**src/hdl/wqm_pkg.sv**
```systemverilog
// ----------------------------------------------------------------------------
// Write queue master package
// Shared constants, codes and types of the I2C write queue master.
// ----------------------------------------------------------------------------
package wqm_pkg;

  localparam int unsigned QueueDepth = 16;
  localparam int unsigned PtrW       = $clog2(QueueDepth);

  localparam logic [7:0] DeviceAddressReset = 8'h78;

  // Request kinds carried in tuser.
  localparam logic FuncEnqueue = 1'b0;
  localparam logic FuncEvent   = 1'b1;

  // Enqueue status codes.
  localparam logic [1:0] EnqNone    = 2'd0;
  localparam logic [1:0] EnqAccept  = 2'd1;
  localparam logic [1:0] EnqRefused = 2'd2;

  // Bus action codes.
  localparam logic [2:0] ActNone  = 3'd0;
  localparam logic [2:0] ActStart = 3'd1;
  localparam logic [2:0] ActAddr  = 3'd2;
  localparam logic [2:0] ActData  = 3'd3;
  localparam logic [2:0] ActStop  = 3'd4;

  // Queue status codes.
  localparam logic [1:0] QsIdle = 2'd0;
  localparam logic [1:0] QsBusy = 2'd1;
  localparam logic [1:0] QsFull = 2'd2;

  // Transfer sequencer states.
  typedef enum logic [2:0] {
    SEQ_IDLE = 3'b001,
    SEQ_ADDR = 3'b010,
    SEQ_DATA = 3'b100
  } seq_e;

  // One ring entry.
  typedef struct packed {
    logic [7:0] len;
    logic [7:0] tag;
  } desc_t;

  // One input request.
  typedef struct packed {
    logic       func;
    logic [7:0] buffer_tag;
    logic [7:0] transfer_length;
    logic       ack_missing;
    logic       write_collision;
  } item_t;

  // One result.
  typedef struct packed {
    logic [1:0] queue_status;
    logic [7:0] release_tag;
    logic       release_valid;
    logic [7:0] data_offset;
    logic [7:0] data_tag;
    logic [7:0] tx_address;
    logic [2:0] bus_action;
    logic [1:0] enqueue_status;
  } result_t;

  // Queue and sequencer state kept in registers.
  typedef struct packed {
    logic [PtrW-1:0] rp;
    logic [PtrW-1:0] wp;
    logic            empty;
    logic            full;
    seq_e            seq;
    logic [7:0]      remaining;
    logic [7:0]      tag;
    logic [7:0]      offset;
    logic            holding;
  } ctx_t;

  // Ring write request from the sequencer.
  typedef struct packed {
    logic            we;
    logic [PtrW-1:0] addr;
    desc_t           data;
  } ring_wr_t;

  // Ring pointer increment with wrap.
  function automatic logic [PtrW-1:0] advance(input logic [PtrW-1:0] p);
    advance = (p == PtrW'(QueueDepth - 1)) ? '0 : p + 1'b1;
  endfunction

endpackage

```
**src/hdl/wqm_ring.sv**
```systemverilog
// ----------------------------------------------------------------------------
// Descriptor ring memory
// Synchronous memory with one write port and one registered read port.
// ----------------------------------------------------------------------------
module wqm_ring (
  input  logic                     clk_i,
  input  wqm_pkg::ring_wr_t        wr_i,
  input  logic                     re_i,
  input  logic [wqm_pkg::PtrW-1:0] raddr_i,
  output wqm_pkg::desc_t           rdata_o
);

  wqm_pkg::desc_t mem_q [wqm_pkg::QueueDepth];
  wqm_pkg::desc_t rdata_q;

  // Write port.
  always_ff @(posedge clk_i) begin
    if (wr_i.we) begin
      mem_q[wr_i.addr] <= wr_i.data;
    end
  end

  // Registered read port.
  always_ff @(posedge clk_i) begin
    if (re_i) begin
      rdata_q <= mem_q[raddr_i];
    end
  end

  assign rdata_o = rdata_q;

endmodule

```
**src/hdl/wqm_seq.sv**
```systemverilog
// ----------------------------------------------------------------------------
// Queue and transfer sequencer step
// Computes the next queue state, the ring write and the result of a request.
// ----------------------------------------------------------------------------
module wqm_seq (
  input  wqm_pkg::ctx_t     ctx_i,
  input  wqm_pkg::item_t    item_i,
  input  wqm_pkg::desc_t    head_i,
  input  logic [7:0]        dev_addr_i,
  output wqm_pkg::ctx_t     ctx_o,
  output wqm_pkg::ring_wr_t wr_o,
  output wqm_pkg::result_t  res_o
);

  always_comb begin
    wqm_pkg::ctx_t    c;
    wqm_pkg::result_t r;
    wqm_pkg::desc_t   head;
    logic             run;
    logic             ack_missing;

    c           = ctx_i;
    r           = '0;
    wr_o        = '0;
    run         = 1'b0;
    ack_missing = 1'b0;
    // The ring read is stale when the queue was empty; then the head is the
    // descriptor being written by this very request.
    head        = ctx_i.empty ? wqm_pkg::desc_t'{len: item_i.transfer_length,
                                                 tag: item_i.buffer_tag}
                              : head_i;

    // Enqueue or event dispatch.
    if (item_i.func == wqm_pkg::FuncEnqueue) begin
      if (ctx_i.full) begin
        r.enqueue_status = wqm_pkg::EnqRefused;
      end else begin
        wr_o.we       = 1'b1;
        wr_o.addr     = ctx_i.wp;
        wr_o.data.tag = item_i.buffer_tag;
        wr_o.data.len = item_i.transfer_length;
        c.wp          = wqm_pkg::advance(ctx_i.wp);
        c.empty       = 1'b0;
        c.full        = (c.wp == ctx_i.rp);
        r.enqueue_status = wqm_pkg::EnqAccept;
        run           = (ctx_i.seq == wqm_pkg::SEQ_IDLE);
      end
    end else begin
      // A collision drops the transfer and acts as an idle event.
      if (item_i.write_collision) begin
        c.seq = wqm_pkg::SEQ_IDLE;
      end
      run         = 1'b1;
      ack_missing = item_i.ack_missing;
    end

    // Sequencer step.
    if (run) begin
      case (c.seq)
        wqm_pkg::SEQ_IDLE: begin
          if (!c.empty) begin
            c.remaining  = head.len;
            c.tag        = head.tag;
            c.offset     = '0;
            c.holding    = 1'b1;
            c.rp         = wqm_pkg::advance(c.rp);
            c.full       = 1'b0;
            c.empty      = (c.rp == c.wp);
            r.bus_action = wqm_pkg::ActStart;
            c.seq        = wqm_pkg::SEQ_ADDR;
          end
        end
        wqm_pkg::SEQ_ADDR: begin
          r.bus_action = wqm_pkg::ActAddr;
          r.tx_address = dev_addr_i;
          c.seq        = wqm_pkg::SEQ_DATA;
        end
        wqm_pkg::SEQ_DATA: begin
          if (!ack_missing && (c.remaining != 8'd0)) begin
            r.bus_action  = wqm_pkg::ActData;
            r.data_tag    = c.tag;
            r.data_offset = c.offset;
            c.offset      = c.offset + 8'd1;
            c.remaining   = c.remaining - 8'd1;
          end else begin
            r.bus_action    = wqm_pkg::ActStop;
            r.release_valid = c.holding;
            r.release_tag   = c.holding ? c.tag : 8'd0;
            c.holding       = 1'b0;
            c.seq           = wqm_pkg::SEQ_IDLE;
          end
        end
        default: begin
          // An unknown sequencer code ends with a stop.
          r.bus_action    = wqm_pkg::ActStop;
          r.release_valid = c.holding;
          r.release_tag   = c.holding ? c.tag : 8'd0;
          c.holding       = 1'b0;
          c.seq           = wqm_pkg::SEQ_IDLE;
        end
      endcase
    end

    // Queue status after the step.
    if (c.full) begin
      r.queue_status = wqm_pkg::QsFull;
    end else if (c.empty && (c.seq == wqm_pkg::SEQ_IDLE)) begin
      r.queue_status = wqm_pkg::QsIdle;
    end else begin
      r.queue_status = wqm_pkg::QsBusy;
    end

    ctx_o = c;
    res_o = r;
  end

endmodule

```
**src/hdl/i2c_write_queue_master_unit.sv**
```systemverilog
// ----------------------------------------------------------------------------
// I2C write queue master
// Timing: a request is accepted and the ring head is read at the same edge;
// the result is computed in the execute state and registered once the output
// register is free or being drained, then offered on the result stream.
// Flow: a new request is taken only after the previous result has been
// registered, so a stalled result also holds off the next request.
// Reset: pointers, flags and sequencer clear at once; the ring is not cleared.
// ----------------------------------------------------------------------------
module i2c_write_queue_master_unit (
  input  logic        clk_i,
  input  logic        rst_ni,
  // Configuration: device address byte.
  input  logic        cfg_we_i,
  input  logic [7:0]  cfg_wdata_i,
  // Requests in.
  input  logic        s_axis_tvalid,
  output logic        s_axis_tready,
  // [7:0] buffer_tag, [15:8] transfer_length, [16] ack_missing,
  // [17] write_collision, [23:18] zero.
  input  logic [23:0] s_axis_tdata,
  // [0] func.
  input  logic        s_axis_tuser,
  // Results out.
  output logic        m_axis_tvalid,
  input  logic        m_axis_tready,
  // [1:0] enqueue_status, [4:2] bus_action, [12:5] tx_address,
  // [20:13] data_tag, [28:21] data_offset, [29] release_valid,
  // [37:30] release_tag, [39:38] queue_status.
  output logic [39:0] m_axis_tdata
);

  typedef enum logic [1:0] {
    ST_IN = 2'b01,
    ST_EX = 2'b10
  } state_e;

  state_e            state_q, state_d;
  wqm_pkg::ctx_t     ctx_q, ctx_next;
  wqm_pkg::item_t    item_q;
  wqm_pkg::desc_t    head;
  wqm_pkg::ring_wr_t wr;
  wqm_pkg::ring_wr_t ring_wr;
  wqm_pkg::result_t  res;
  wqm_pkg::result_t  out_q;
  logic              out_valid_q;
  logic [7:0]        dev_addr_q;
  logic              in_fire;
  logic              ex_go;

  assign s_axis_tready = (state_q == ST_IN);
  assign in_fire       = s_axis_tvalid && s_axis_tready;
  assign ex_go         = (state_q == ST_EX) && (!out_valid_q || m_axis_tready);

  // Descriptor ring: head read at accept, write-back in the update cycle.
  assign ring_wr.we   = wr.we && ex_go;
  assign ring_wr.addr = wr.addr;
  assign ring_wr.data = wr.data;

  wqm_ring u_ring (
    .clk_i   (clk_i),
    .wr_i    (ring_wr),
    .re_i    (in_fire),
    .raddr_i (ctx_q.rp),
    .rdata_o (head)
  );

  wqm_seq u_seq (
    .ctx_i      (ctx_q),
    .item_i     (item_q),
    .head_i     (head),
    .dev_addr_i (dev_addr_q),
    .ctx_o      (ctx_next),
    .wr_o       (wr),
    .res_o      (res)
  );

  // Request capture.
  always_ff @(posedge clk_i) begin
    if (in_fire) begin
      item_q.func            <= s_axis_tuser;
      item_q.buffer_tag      <= s_axis_tdata[7:0];
      item_q.transfer_length <= s_axis_tdata[15:8];
      item_q.ack_missing     <= s_axis_tdata[16];
      item_q.write_collision <= s_axis_tdata[17];
    end
  end

  // Control sequencing.
  always_comb begin
    state_d = state_q;
    case (state_q)
      ST_IN: begin
        if (in_fire) begin
          state_d = ST_EX;
        end
      end
      ST_EX: begin
        if (ex_go) begin
          state_d = ST_IN;
        end
      end
      default: begin
        state_d = ST_IN;
      end
    endcase
  end

  // State, configuration and output registers.
  always_ff @(posedge clk_i or negedge rst_ni) begin
    if (!rst_ni) begin
      state_q         <= ST_IN;
      ctx_q.rp        <= '0;
      ctx_q.wp        <= '0;
      ctx_q.empty     <= 1'b1;
      ctx_q.full      <= 1'b0;
      ctx_q.seq       <= wqm_pkg::SEQ_IDLE;
      ctx_q.remaining <= '0;
      ctx_q.tag       <= '0;
      ctx_q.offset    <= '0;
      ctx_q.holding   <= 1'b0;
      dev_addr_q      <= wqm_pkg::DeviceAddressReset;
      out_valid_q     <= 1'b0;
    end else begin
      state_q <= state_d;
      if (cfg_we_i) begin
        dev_addr_q <= cfg_wdata_i;
      end
      if (ex_go) begin
        ctx_q       <= ctx_next;
        out_valid_q <= 1'b1;
      end else if (m_axis_tready) begin
        out_valid_q <= 1'b0;
      end
    end
  end

  // Result payload.
  always_ff @(posedge clk_i) begin
    if (ex_go) begin
      out_q <= res;
    end
  end

  assign m_axis_tvalid = out_valid_q;
  assign m_axis_tdata  = out_q;

endmodule
```
**config.mk**
```make
export PLATFORM = sky130hd
export DESIGN_NAME = i2c_write_queue_master_unit
export DESIGN_NICKNAME = d
export VERILOG_FILES = /design/src/hdl/wqm_pkg.sv /design/src/hdl/wqm_ring.sv /design/src/hdl/wqm_seq.sv /design/src/hdl/i2c_write_queue_master_unit.sv
export SDC_FILE = /design/constraint.sdc
export NUM_CORES = 1
export LEC_CHECK = 0
export ABC_AREA = 1
export BUFFER_PORTS_ARGS = -buffer_cell sky130_fd_sc_hd__buf_2
export CORE_MARGIN = 2
export CORE_UTILIZATION = 45
export DETAILED_ROUTE_END_ITERATION = 8
export PLACE_DENSITY = 0.74
export SETUP_SLACK_MARGIN = 0.5
export SLEW_MARGIN = 20
export SYNTH_ARGS = -nofsm -noshare
export SYNTH_HDL_FRONTEND = slang
export SYNTH_HIERARCHICAL = 1
export SYNTH_SLANG_ARGS = --single-unit
```
**constraint.sdc**
```tcl
create_clock -name clk_i -period 2.45 [get_ports clk_i]
set_input_delay 0.1225 -clock clk_i [delete_from_list [all_inputs] [get_ports clk_i]]
set_output_delay 0.1225 -clock clk_i [all_outputs]
set_load 0.05 [all_outputs]
```
==> reports/qor.yml <==
power:
  power_mw: 19.8
  total_leakage_power_nw: 8.78
  netSwitchingPower_mw: 6.83
  p_per_area_nw_per_um2: 961
  intPower_mw: 13.0
  clockPowerShare: 0.300
  swShare: 0.345
  seq_power_share: 0.402
  peakVddDrop_uv: 683
  combPwrFrac: 0.298
critical_path:
  worst-setup-path-type: "register to register"
  cp.required_ps: 2930
  crit_path_max_fanout: 6
  crit_path_start_kind: "register"
  worstPathArrival_ps: 2480
  cp-end-kind: "register"
cells_and_area:
  fin_nets: 1922
  fillers: 3059
  drive_above_1_share: 0.153
  final_core_util: 0.546
  stdcell_area_um2: 20600
  area_growth_pct: 19.5
  diodes: 0
yosys:
  yosys_warnings: 6
  synth-edff-count: 331
  avgSynthCellArea_um2: 9.94
  synthesis.area_um2: 17300
  yosys.cell_types.count: 42
  yosys.area.top_type: "edfxtp_1"
  synth_top_cells_by_count: "nand2_1, edfxtp_1, inv_1, nand3_1, nor2_1"
  yosysMostFrequentCell: "nand2_1"
  synth_area_leaders: "edfxtp_1, nand2_1, nand3_1, dfrtp_1, inv_1"
  synth.net_count: 1781
  seq_area_frac_synth: 0.647
  syn_inst: 1737
  synth.top_cell.area_share: 0.576
  ys_ff_latch: 380
  synth_ff_type: "edfxtp_1"
  synthArstFlopShare: 0.129
floorplanning:
  io_pins: 80
  rows: 71
  dieWidth_um: 200
  die_h_um: 200
  die_area_um2: 39900
  initial_core_util: 0.457
  core_area_um2: 37800
global_route:
  antenna_found_initial: 0
  grt_max_degree: 125
  overflow: 0
  grt_pass1_wl_um: 61100
  grt_pass1_vias: 12000
  groute.usage.overall: 0.195
route:
  drt-wirelength-per-cell_um: 16.3
  dr_total_vias: 12400
  drtAntennaViolNets: 0
  routed_via_density: 5.12
  dr.pass1.iters: 5
  highest_layer: "met4"
  initialDrtViolationCount: 917
  routed_wl_um: 39500
  wl_met3_um: 2850
  drc: 0
  wl_met2_um: 19700
  drt-met1-wl_um: 16000
placement:
  port_buffers: 73
  dp_hpwl_um: 22700
  dpl_cell_area_um2: 18400
  place_congestion: 0.857
sta:
  rsz0062_at_grt: "true"
  finalCritPeriodShare: 0.816
  fmax_ghz: 0.500
  slew_violations: 0
  setup_viol: 0
  skew_ps: 26.3
  tns_ps: 0
  period_minus_slack_ps: 2000
  max_slew_margin: 0.476
  worstMarginPinSlew_ps: 785
  final_hold_viol_count: 0
cts:
  clk_pin_slew_ps: 60
  clockRootBuffer: "clkbuf_16"
  clk_latency_ps: 560
  numClockSinks: 380
  cts_tree: "built"
  numCtsBuffers: 39
  cts_buffer_depth: 3
  htree_num_levels: 2
status:
  outcome: "completed"
min_path:
  hold_path.class: "input port to register"
flow_run:
  maxCapViolations: 0
-- registers in the layout, indices dropped and copies added, names as in the netlist --
signal / flops
state_q: 2
ctx_q: 38
m_axis_tdata: 40
m_axis_tvalid: 1
dev_addr_q: 8
u_ring/mem_q: 256
item_q: 19
u_ring/rdata_o: 16
-- critical path: stages, from the launching register on --
cell and delay [ps]:
edfxtp_1 550, buf_6 190, nand2_4 80, nand2_4 110, nor2_8 50, nor2_1 240, nor2_4 100, buf_4 150
o21ai_0 230, nand3_1 130, nand2_1 110
-- timing repair --
item	in CTS	in global routing
gates cloned	0	3
hold buffers	46	0
setup endpoints to repair	411	378
endpoints found under the hold margin	70	0
pin swaps	9	3
gates resized for setup	12	44
buffers inserted	11	11
-- final timing paths --
path                            endpoint  depth (start not counted)  slack (ps)        from
hold / removal             dev_addr_q[7]                          2           3    cfg_we_i
hold reg to reg                ctx_q[16]                          2         470   ctx_q[16]
setup / recovery                ctx_q[1]                         10         450  item_q[18]
min in group asynchronous       ctx_q[9]                          3         520      rst_ni
setup reg to reg                ctx_q[1]                         10         450  item_q[18]
max in group asynchronous      ctx_q[13]                          4         940      rst_ni
-- cell type report --
cell class / instances / area [µm²] / area share
tap: 511 / 639 / 0.0310
clock buffer: 51 / 1030 / 0.0500
timing repair buffer: 174 / 1560 / 0.0758
timing repair inverter: 1 / 5.00 / 0.000243
multi-input combinational: 995 / 4800 / 0.233
clock inverter: 21 / 275 / 0.0133
sequential: 380 / 11200 / 0.542
inverter: 287 / 1120 / 0.0543
-- cell usage in the layout, fill, tap and decap left out, types with 28 or more instances in the layout --
cell           count
buf_2             73
inv_1            272
edfxtp_1         331
dfrtp_1           37
nand3_1          252
dlygate4sd3_1     46
nor2_1            42
clkbuf_16         40
buf_4             28
o21ai_0           33
nand2_1          523
-- logic make-up (layout without fill, tap and decap cells) --
family / after synthesis / in the layout / share of synthesized area
compound gates: 72 / 72 / 0.0240
xor+xnor: 5 / 5 / 0.00254
fa+ha+maj: 6 / 6 / 0.00435
buf+inv: 363 / 534 / 0.0908
flops: 380 / 380 / 0.647
mux: 2 / 2 / 0.00116
simple gates: 909 / 910 / 0.230
-- routing by layer --
metal  vias up  GRT usage
met5         -          0
met4         0     0.0598
met3        77     0.0297
met2       510      0.350
met1      5894      0.245
li1       5914          -
-- power by group through the flow --
stage	registers, mW	clock network (mW)	logic (mW)
after floorplan	8.12	0	4.05
after global placement	8.09	0	5.16
after detailed placement	8.10	0	5.32
after CTS	7.96	6.05	5.47
after global routing	8.02	6.31	6.49
final	7.97	5.94	5.90
-- through the flow --
step / std cells / setup WS [ps] / hold slack (ps)
5_1_grt: 2420 / 318 / 62.7
3_5_place_dp: 2277 / 163 / 8.83
6_report: 2420 / 450 / 3.02
2_1_floorplan: 1737 / 357 / -173
3_3_place_gp: 2277 / 236 / 7.46
4_1_cts: 2406 / 449 / 1.13
No activity file was read; power rests on OpenSTA's default activity.
